File: src/rtl/ksp_pkg.sv
`default_nettype none

package ksp_pkg;

  // Widths of the channel payload fields.
  localparam int SORT_KEY_W = 48;
  localparam int POS_W      = 6;

endpackage

`default_nettype wire

File: src/rtl/ksp_in_if.sv
`default_nettype none

interface ksp_in_if;
  logic                                 valid;
  logic                                 ready;
  logic signed [ksp_pkg::SORT_KEY_W-1:0] sort_key;
  logic                                 batch_end;

  modport source (output valid, output sort_key, output batch_end, input ready);
  modport sink   (input valid, input sort_key, input batch_end, output ready);
endinterface

`default_nettype wire

File: src/rtl/ksp_out_if.sv
`default_nettype none

interface ksp_out_if;
  logic                                 valid;
  logic                                 ready;
  logic signed [ksp_pkg::SORT_KEY_W-1:0] sorted_key;
  logic [ksp_pkg::POS_W-1:0]            origin_position;
  logic                                 final_result;

  modport source (output valid, output sorted_key, output origin_position,
                  output final_result, input ready);
  modport sink   (input valid, input sorted_key, input origin_position,
                  input final_result, output ready);
endinterface

`default_nettype wire

File: src/rtl/ksp_mem.sv
`default_nettype none

module ksp_mem #(
  parameter int DEPTH = 64,
  parameter int WIDTH = 54,
  parameter int AW    = 6
) (
  input  wire logic             clk,
  input  wire logic             wr_en,
  input  wire logic [AW-1:0]    wr_addr,
  input  wire logic [WIDTH-1:0] wr_data,
  input  wire logic             rd_en,
  input  wire logic [AW-1:0]    rd_addr,
  output logic      [WIDTH-1:0] rd_data
);

  logic [WIDTH-1:0] mem [DEPTH];

  always_ff @(posedge clk) begin
    if (wr_en) begin
      mem[wr_addr] <= wr_data;
    end
  end

  // Read data holds while no read is issued.
  always_ff @(posedge clk) begin
    if (rd_en) begin
      rd_data <= mem[rd_addr];
    end
  end

endmodule

`default_nettype wire

File: src/rtl/ksp_cmp.sv
`default_nettype none

module ksp_cmp #(
  parameter int SW     = 48,
  parameter bit SIGNED = 1'b1
) (
  input  wire logic [SW-1:0] a,
  input  wire logic [SW-1:0] b,
  output logic               a_gt_b
);

  // Flipping the sign bit turns a signed order into an unsigned one.
  localparam logic [SW-1:0] FLIP = {SIGNED, {(SW-1){1'b0}}};

  assign a_gt_b = (a ^ FLIP) > (b ^ FLIP);

endmodule

`default_nettype wire

File: src/rtl/key_sort_with_positions_core.sv
`default_nettype none

// Loading: ready every cycle while a batch is gathered.
// Sorting: one compare unit, one key/position memory with a read and a write port.
// Emission: after S_EMIT, one result per cycle while results.ready is high.
// The next batch is taken only after the last result has left.
// Reset clears the key count and the sequencer; the memory is not cleared.
module key_sort_with_positions_core #(
  parameter int MAX_ITEMS = 64,
  parameter int KEY_BITS  = 48
) (
  input  wire logic clk,
  input  wire logic rst,
  ksp_in_if.sink    keys,
  ksp_out_if.source results
);

  import ksp_pkg::*;

  localparam int  IW     = (MAX_ITEMS > 1) ? $clog2(MAX_ITEMS) : 1;
  localparam int  CW     = $clog2(MAX_ITEMS + 1);
  localparam int  SW     = (KEY_BITS < SORT_KEY_W) ? KEY_BITS : SORT_KEY_W;
  localparam bit  SIGNED = (KEY_BITS <= SORT_KEY_W);
  localparam int  EW     = SW + IW;

  localparam logic [2:0] S_LOAD  = 3'd0;
  localparam logic [2:0] S_FETCH = 3'd1;
  localparam logic [2:0] S_HOLD  = 3'd2;
  localparam logic [2:0] S_CMP   = 3'd3;
  localparam logic [2:0] S_PLACE = 3'd4;
  localparam logic [2:0] S_EMIT  = 3'd5;
  localparam logic [2:0] S_SHOW  = 3'd6;

  logic [2:0]    state, state_next;
  logic [CW-1:0] count, count_next;
  logic [CW-1:0] i, i_next;
  logic [CW-1:0] j, j_next;
  logic [CW-1:0] o, o_next;
  logic [SW-1:0] key_hold;
  logic [IW-1:0] pos_hold;
  logic          hold_load;

  logic          wr_en;
  logic [IW-1:0] wr_addr;
  logic [EW-1:0] wr_data;
  logic          rd_en;
  logic [IW-1:0] rd_addr;
  logic [EW-1:0] rd_data;
  logic [SW-1:0] rd_key;
  logic [IW-1:0] rd_pos;
  logic          gt;

  logic          in_fire, out_fire, is_final;
  logic [CW-1:0] i_inc, j_dec, j_dec2, count_inc;

  assign rd_key = rd_data[EW-1:IW];
  assign rd_pos = rd_data[IW-1:0];

  ksp_mem #(.DEPTH(MAX_ITEMS), .WIDTH(EW), .AW(IW)) u_mem (
    .clk     (clk),
    .wr_en   (wr_en),
    .wr_addr (wr_addr),
    .wr_data (wr_data),
    .rd_en   (rd_en),
    .rd_addr (rd_addr),
    .rd_data (rd_data)
  );

  ksp_cmp #(.SW(SW), .SIGNED(SIGNED)) u_cmp (
    .a      (rd_key),
    .b      (key_hold),
    .a_gt_b (gt)
  );

  assign keys.ready    = (state == S_LOAD);
  assign results.valid = (state == S_SHOW);
  assign in_fire       = keys.valid && keys.ready;
  assign out_fire      = results.valid && results.ready;
  assign is_final      = (o == count - 1'b1);

  assign i_inc     = i + 1'b1;
  assign j_dec     = j - 1'b1;
  assign j_dec2    = j - CW'(2);
  assign count_inc = (count < CW'(MAX_ITEMS)) ? count + 1'b1 : count;

  always_comb begin
    results.sorted_key      = '0;
    results.sorted_key[SW-1:0] = rd_key;
    results.origin_position = '0;
    results.origin_position[IW-1:0] = rd_pos;
    results.final_result    = is_final;
  end

  always_comb begin
    state_next = state;
    count_next = count;
    i_next     = i;
    j_next     = j;
    o_next     = o;
    hold_load  = 1'b0;
    wr_en      = 1'b0;
    wr_addr    = j[IW-1:0];
    wr_data    = {key_hold, pos_hold};
    rd_en      = 1'b0;
    rd_addr    = i[IW-1:0];
    unique case (state)
      S_LOAD: begin
        if (in_fire) begin
          // Keys past capacity are dropped, but an end mark still closes the batch.
          if (count < CW'(MAX_ITEMS)) begin
            wr_en   = 1'b1;
            wr_addr = count[IW-1:0];
            wr_data = {keys.sort_key[SW-1:0], count[IW-1:0]};
          end
          count_next = count_inc;
          if (keys.batch_end) begin
            i_next = CW'(1);
            o_next = '0;
            state_next = (count_inc > CW'(1)) ? S_FETCH : S_EMIT;
          end
        end
      end
      S_FETCH: begin
        rd_en      = 1'b1;
        rd_addr    = i[IW-1:0];
        state_next = S_HOLD;
      end
      S_HOLD: begin
        hold_load  = 1'b1;
        j_next     = i;
        rd_en      = 1'b1;
        rd_addr    = i_inc[IW-1:0] - IW'(2);
        state_next = S_CMP;
      end
      S_CMP: begin
        wr_en = 1'b1;
        if (gt) begin
          // Shift the larger neighbor up and look one entry further down.
          wr_addr = j[IW-1:0];
          wr_data = rd_data;
          j_next  = j_dec;
          if (j_dec != '0) begin
            rd_en   = 1'b1;
            rd_addr = j_dec2[IW-1:0];
          end else begin
            wr_en      = 1'b1;
            state_next = S_PLACE;
          end
        end else begin
          wr_addr = j[IW-1:0];
          i_next  = i_inc;
          state_next = (i_inc < count) ? S_FETCH : S_EMIT;
        end
      end
      S_PLACE: begin
        wr_en      = 1'b1;
        wr_addr    = '0;
        i_next     = i_inc;
        state_next = (i_inc < count) ? S_FETCH : S_EMIT;
      end
      S_EMIT: begin
        rd_en      = 1'b1;
        rd_addr    = o[IW-1:0];
        state_next = S_SHOW;
      end
      S_SHOW: begin
        if (out_fire) begin
          if (is_final) begin
            count_next = '0;
            state_next = S_LOAD;
          end else begin
            o_next  = o + 1'b1;
            rd_en   = 1'b1;
            rd_addr = o[IW-1:0] + 1'b1;
          end
        end
      end
      default: begin
        state_next = S_LOAD;
      end
    endcase
  end

  always_ff @(posedge clk) begin
    if (rst) begin
      state <= S_LOAD;
      count <= '0;
      i     <= '0;
      j     <= '0;
      o     <= '0;
    end else begin
      state <= state_next;
      count <= count_next;
      i     <= i_next;
      j     <= j_next;
      o     <= o_next;
    end
  end

  always_ff @(posedge clk) begin
    if (hold_load) begin
      key_hold <= rd_key;
      pos_hold <= rd_pos;
    end
  end

  a_out_has_keys: assert property (@(posedge clk) disable iff (rst)
    results.valid |-> (count != '0))
    else $error("result shown with an empty batch");

  a_count_bound: assert property (@(posedge clk) disable iff (rst)
    count <= CW'(MAX_ITEMS))
    else $error("key count beyond capacity");

  a_stream_on: assert property (@(posedge clk) disable iff (rst)
    (results.valid && results.ready && !results.final_result) |=> results.valid)
    else $error("result stream stopped before the final beat");

  a_one_side: assert property (@(posedge clk) disable iff (rst)
    !(keys.ready && results.valid))
    else $error("loading while results are pending");

endmodule

`default_nettype wire

File: src/flat_wrapper.sv
// flat-port wrapper written by rule: the top's interface ports become plain ports
module key_sort_with_positions_core_flat import ksp_pkg::*;
#(
  parameter int MAX_ITEMS = 64,
  parameter int KEY_BITS  = 48
)
  (clk, rst, keys_valid, keys_sort_key, keys_batch_end, keys_ready, results_valid, results_sorted_key, results_origin_position, results_final_result, results_ready);
  ksp_in_if keys_i ();
  ksp_out_if results_i ();
  input  wire logic clk;
  input  wire logic rst;
  input wire logic [$bits(keys_i.valid)-1:0] keys_valid;
  input wire logic [$bits(keys_i.sort_key)-1:0] keys_sort_key;
  input wire logic [$bits(keys_i.batch_end)-1:0] keys_batch_end;
  output wire logic [$bits(keys_i.ready)-1:0] keys_ready;
  output wire logic [$bits(results_i.valid)-1:0] results_valid;
  output wire logic [$bits(results_i.sorted_key)-1:0] results_sorted_key;
  output wire logic [$bits(results_i.origin_position)-1:0] results_origin_position;
  output wire logic [$bits(results_i.final_result)-1:0] results_final_result;
  input wire logic [$bits(results_i.ready)-1:0] results_ready;
  assign keys_i.valid = keys_valid;
  assign keys_i.sort_key = keys_sort_key;
  assign keys_i.batch_end = keys_batch_end;
  assign keys_ready = keys_i.ready;
  assign results_valid = results_i.valid;
  assign results_sorted_key = results_i.sorted_key;
  assign results_origin_position = results_i.origin_position;
  assign results_final_result = results_i.final_result;
  assign results_i.ready = results_ready;
  key_sort_with_positions_core #(.MAX_ITEMS(MAX_ITEMS), .KEY_BITS(KEY_BITS)) u_core (.clk(clk), .rst(rst), .keys(keys_i), .results(results_i));
endmodule
File: config.mk
export PLATFORM = sky130hd
export DESIGN_NAME = key_sort_with_positions_core_flat
export DESIGN_NICKNAME = d
export VERILOG_FILES = /design/src/rtl/ksp_pkg.sv /design/src/rtl/ksp_in_if.sv /design/src/rtl/ksp_out_if.sv /design/src/rtl/ksp_mem.sv /design/src/rtl/ksp_cmp.sv /design/src/rtl/key_sort_with_positions_core.sv /design/src/flat_wrapper.sv
export SDC_FILE = /design/constraint.sdc
export NUM_CORES = 2
export LEC_CHECK = 0
export ABC_AREA = 1
export BUFFER_PORTS_ARGS = -buffer_cell sky130_fd_sc_hd__buf_4
export CAP_MARGIN = 0
export CELL_PAD_IN_SITES_DETAIL_PLACEMENT = 0
export CELL_PAD_IN_SITES_GLOBAL_PLACEMENT = 1
export CORE_MARGIN = 10
export CORE_UTILIZATION = 46
export DETAILED_ROUTE_END_ITERATION = 16
export GPL_ROUTABILITY_DRIVEN = 0
export PLACE_DENSITY_LB_ADDON = 0.1
export REMOVE_ABC_BUFFERS = 1
export SLEW_MARGIN = 20
export SYNTH_ARGS = -nofsm -noshare
export SYNTH_HDL_FRONTEND = slang
export SYNTH_SLANG_ARGS = --single-unit
File: constraint.sdc
create_clock -name clk -period 8.2 [get_ports clk]
set_clock_uncertainty 0.15 [all_clocks]
set_input_delay 1.64 -clock clk [delete_from_list [all_inputs] [get_ports clk]]
set_output_delay 1.64 -clock clk [all_outputs]
set_load 0.02 [all_outputs]
==> qor.csv <==
stage;metric;value;unit
status;status;completed;
pwr;vdd_drop_max;0.5792;mV
timing;tightest_slew;1.230;ns
grt;track_usage;0.3025;
yosys;yosys_warnings;0;
setup_path;arrival;7.18;ns
timing;fin_crit_sh;0.8115;
yosys;ys.flop_type;edfxtp_1;
hold_path;hold_class;reg -> reg;
layout;drive_gt1_frac;0.08316;
yosys;ys_ff_latch;3595;
yosys;avgSynthCellArea;10.88;um^2
floorplan;num_rows;215;
floorplan;fp.dieW;606.0;um
setup_path;cp-end-kind;flop;
clock_tree;cts_resized;0;
setup_path;endpoint;u_core.u_mem.rd_data[52];
setup_path;crit_fanout;117;
place;numPortBuffers;109;
layout;fillers;29719;
yosys;yosysSeqAreaShare;0.6814;
setup_path;crit_required;8.73;ns
setup_path;setup.worst_path.start;u_core.u_mem.rd_data[26];
pwr;powerDensity;488.5;mW/mm^2
grt;grt_max_degree;196;
timing;slew_headroom;0.1800;
grt;grt_pass1_vias;107845;
layout;area_growth;12.98;%
yosys;syn_inst;14525;
route;drtPass1Iterations;5;
timing;maxSlewViolCount;0;
grt;grt_overflow_total;0;
route;drcViolationCount;0;
grt;grt_pass1_wl;806000;um
layout;final_nets;14513;
route;m1WireLength;227700;um
yosys;synth.distinct_cells;50;
setup_path;rr_worst_depth;18;
route;wl_met2;263200;um
layout;postLayoutCellArea;0.1785;mm^2
timing;finalHoldViolCount;0;
route;via_count;113995;
yosys;synth_edf_count;3564;
place;placed_area;0.1657;mm^2
route;top_layer;met5;
setup_path;startpoint_type;flop;
clock_tree;clk_pin_slew_worst_paths;0.06;ns
clock_tree;clk_latency;0.98;ns
clock_tree;clkSinkCount;3595;
clock_tree;ctsHoldBuffers;0;
route;routed_via_density;5.910;
yosys;syn_area;0.1580;mm^2
route;postRouteAntennaNets;0;
clock_tree;post_cts_buffers;0;
clock_tree;cts_tree;done;
yosys;async_reset_ff_frac;0;
layout;multi_input_area;0.04189;mm^2
floorplan;initial_utilization;0.4613;
route;wl_met3;51620;um
timing;finalSetupViolations;0;
clock_tree;cts_made_buffers;391;
floorplan;die_h;606.0;um
clock_tree;cts_htree_levels;5;
setup_path;timing.rr.end;u_core.u_mem.rd_data[52];
grt;grt_antenna_before_repair;24;
setup_path;worstReg2RegStart;u_core.u_mem.rd_data[26];
layout;post-route-util;0.5212;
route;wl_per_cell;29.74;um
pwr;total_power;87.18;mW
clock_tree;cts_root_buffer;clkbuf_16;
layout;register_area;0.1076;mm^2
floorplan;coreArea;0.3424;mm^2
timing;rsz0062_at_grt;false;
route;drt_iter0_drc;13974;
route;drt_wl_total;573700;um
clock_tree;clock_path_buffers;4;
timing;finalCriticalPeriod;6.654;ns
pwr;p_leak;68.74;nW
floorplan;die_area;0.3672;mm^2
timing;fmax;150.3;MHz
job;maxCapViolations;0;
floorplan;ioPinCount;110;
setup_path;critical_path_class;reg -> reg;
setup_path;reg2reg_setup_slack;1.55;ns
place;dp_hpwl;290200;um
==> metrics by stage <==
| stage | std cells | hold WS [ns] | TNS (ns) | worst slack [ns] |
|---|---|---|---|---|
| global route | 19278 | 0.3935 | 0 | 1.537 |
| finish | 19290 | 0.3639 | 0 | 1.546 |
| CTS | 19274 | 0.3684 | 0 | 1.663 |
| detailed placement | 18560 | 0.3536 | 0 | 1.722 |
| global placement | 18552 | 0.3418 | 0 | 1.160 |
| floorplan | 13535 | 0.3141 | -4931.57 | -67.15 |
==> logic make-up (layout without fill, tap and decap cells) <==
kind of cell / count (synthesis) / in the layout / share of synthesized area
buffers and inverters: 2429 / 2623 / 0.06184
AND/OR/NAND/NOR: 8138 / 8138 / 0.2397
other: 0 / 14 / 0
AO/OA/AOI/OAI: 279 / 279 / 0.01094
adder cells (fa/ha/maj): 62 / 62 / 0.004911
XOR/XNOR: 22 / 22 / 0.001220
flip-flops: 3595 / 3595 / 0.6814
==> worst max-delay path, cell delays in order (launching register included) <==
cell,delay (ns)
edfxtp_1,0.74
ha_1,0.45
nand4_1,0.11
nor2_1,0.25
nand2_1,0.29
nor4_2,0.65
nand2_1,0.22
nand3_1,0.16
nand3_1,0.09
nand2_1,0.18
nand2_8,0.46
inv_16,0.71
buf_12,0.40
nand3_1,0.12
nand3_1,0.10
nand3_1,0.14
nand3_1,0.16
nand3_1,0.24
nand2_1,0.56
==> cells in the mapped netlist, drive strengths merged (40+ instances only) <==
master	n	area share
o21ai	40	0.0013
buf	600	0.018
nand2	3501	0.083
nand3b	650	0.031
a21oi	112	0.0036
inv	1436	0.034
nor2	186	0.0046
clkbuf	390	0.0093
ha	62	0.0049
nand3	3760	0.12
a31o	46	0.0026
edfxtp	3564	0.68
a31oi	53	0.0021
==> how the worst min path moves through the flow <==
stage / from / end / slack (ns) / cells after the start
after global placement: u_core.u_mem.rd_data[11] / u_core.key_hold[5] / 0.34 / 0
after global routing: u_core.u_mem.rd_data[21] / u_core.key_hold[15] / 0.39 / 0
after floorplan: u_core.i[6] / u_core.i[6] / 0.31 / 2
after CTS: u_core.u_mem.rd_data[11] / u_core.key_hold[5] / 0.37 / 0
after detailed placement: u_core.u_mem.rd_data[11] / u_core.key_hold[5] / 0.35 / 0
final: u_core.i[6] / u_core.i[6] / 0.36 / 2
==> sequential cells by signal, indices dropped and copies added, names as in the netlist <==
signal,count
u_core.key_hold,48
u_core.u_mem.mem,3456
u_core.o,7
u_core.u_mem.rd_data,54
u_core.i,7
u_core.pos_hold,6
u_core.j,7
u_core.count,7
u_core.state,3
==> area by class of cell <==
class,instances,share of cell area
flip-flops and latches,3595,0.6031
multi-input cells,8501,0.2347
clock buffers,481,0.05755
well taps,4557,0.03195
inverters,1439,0.03050
repair buffers,470,0.02842
clock inverters,233,0.01355
diodes,14,0.0001963
==> cells in the final DEF (no fill, tap or decap), drive strengths merged, types with 40 or more instances in the layout <==
cell / instances
a21oi: 112
a31o: 46
a31oi: 53
buf: 470
bufinv: 47
clkbuf: 481
clkinv: 169
edfxtp: 3564
ha: 62
inv: 1444
nand2: 3501
nand3: 3760
nand3b: 650
nor2: 186
o21ai: 40
==> power by group <==
| group | switching (mW) | leakage (nW) | internal, mW |
|---|---|---|---|
| Sequential | 0.671 | 32.4 | 27.4 |
| Combinational | 31.2 | 30.2 | 10.1 |
| Clock | 7.42 | 6.18 | 10.4 |
| Total | 39.3 | 68.7 | 47.8 |
==> layer usage <==
layer	vias up	track usage
met1	57042	0.4043
met5	-	0
met3	1214	0.05444
li1	49995	-
met2	5736	0.4809
met4	8	0.1437
Note: power is estimated with default switching activity, not from simulation.
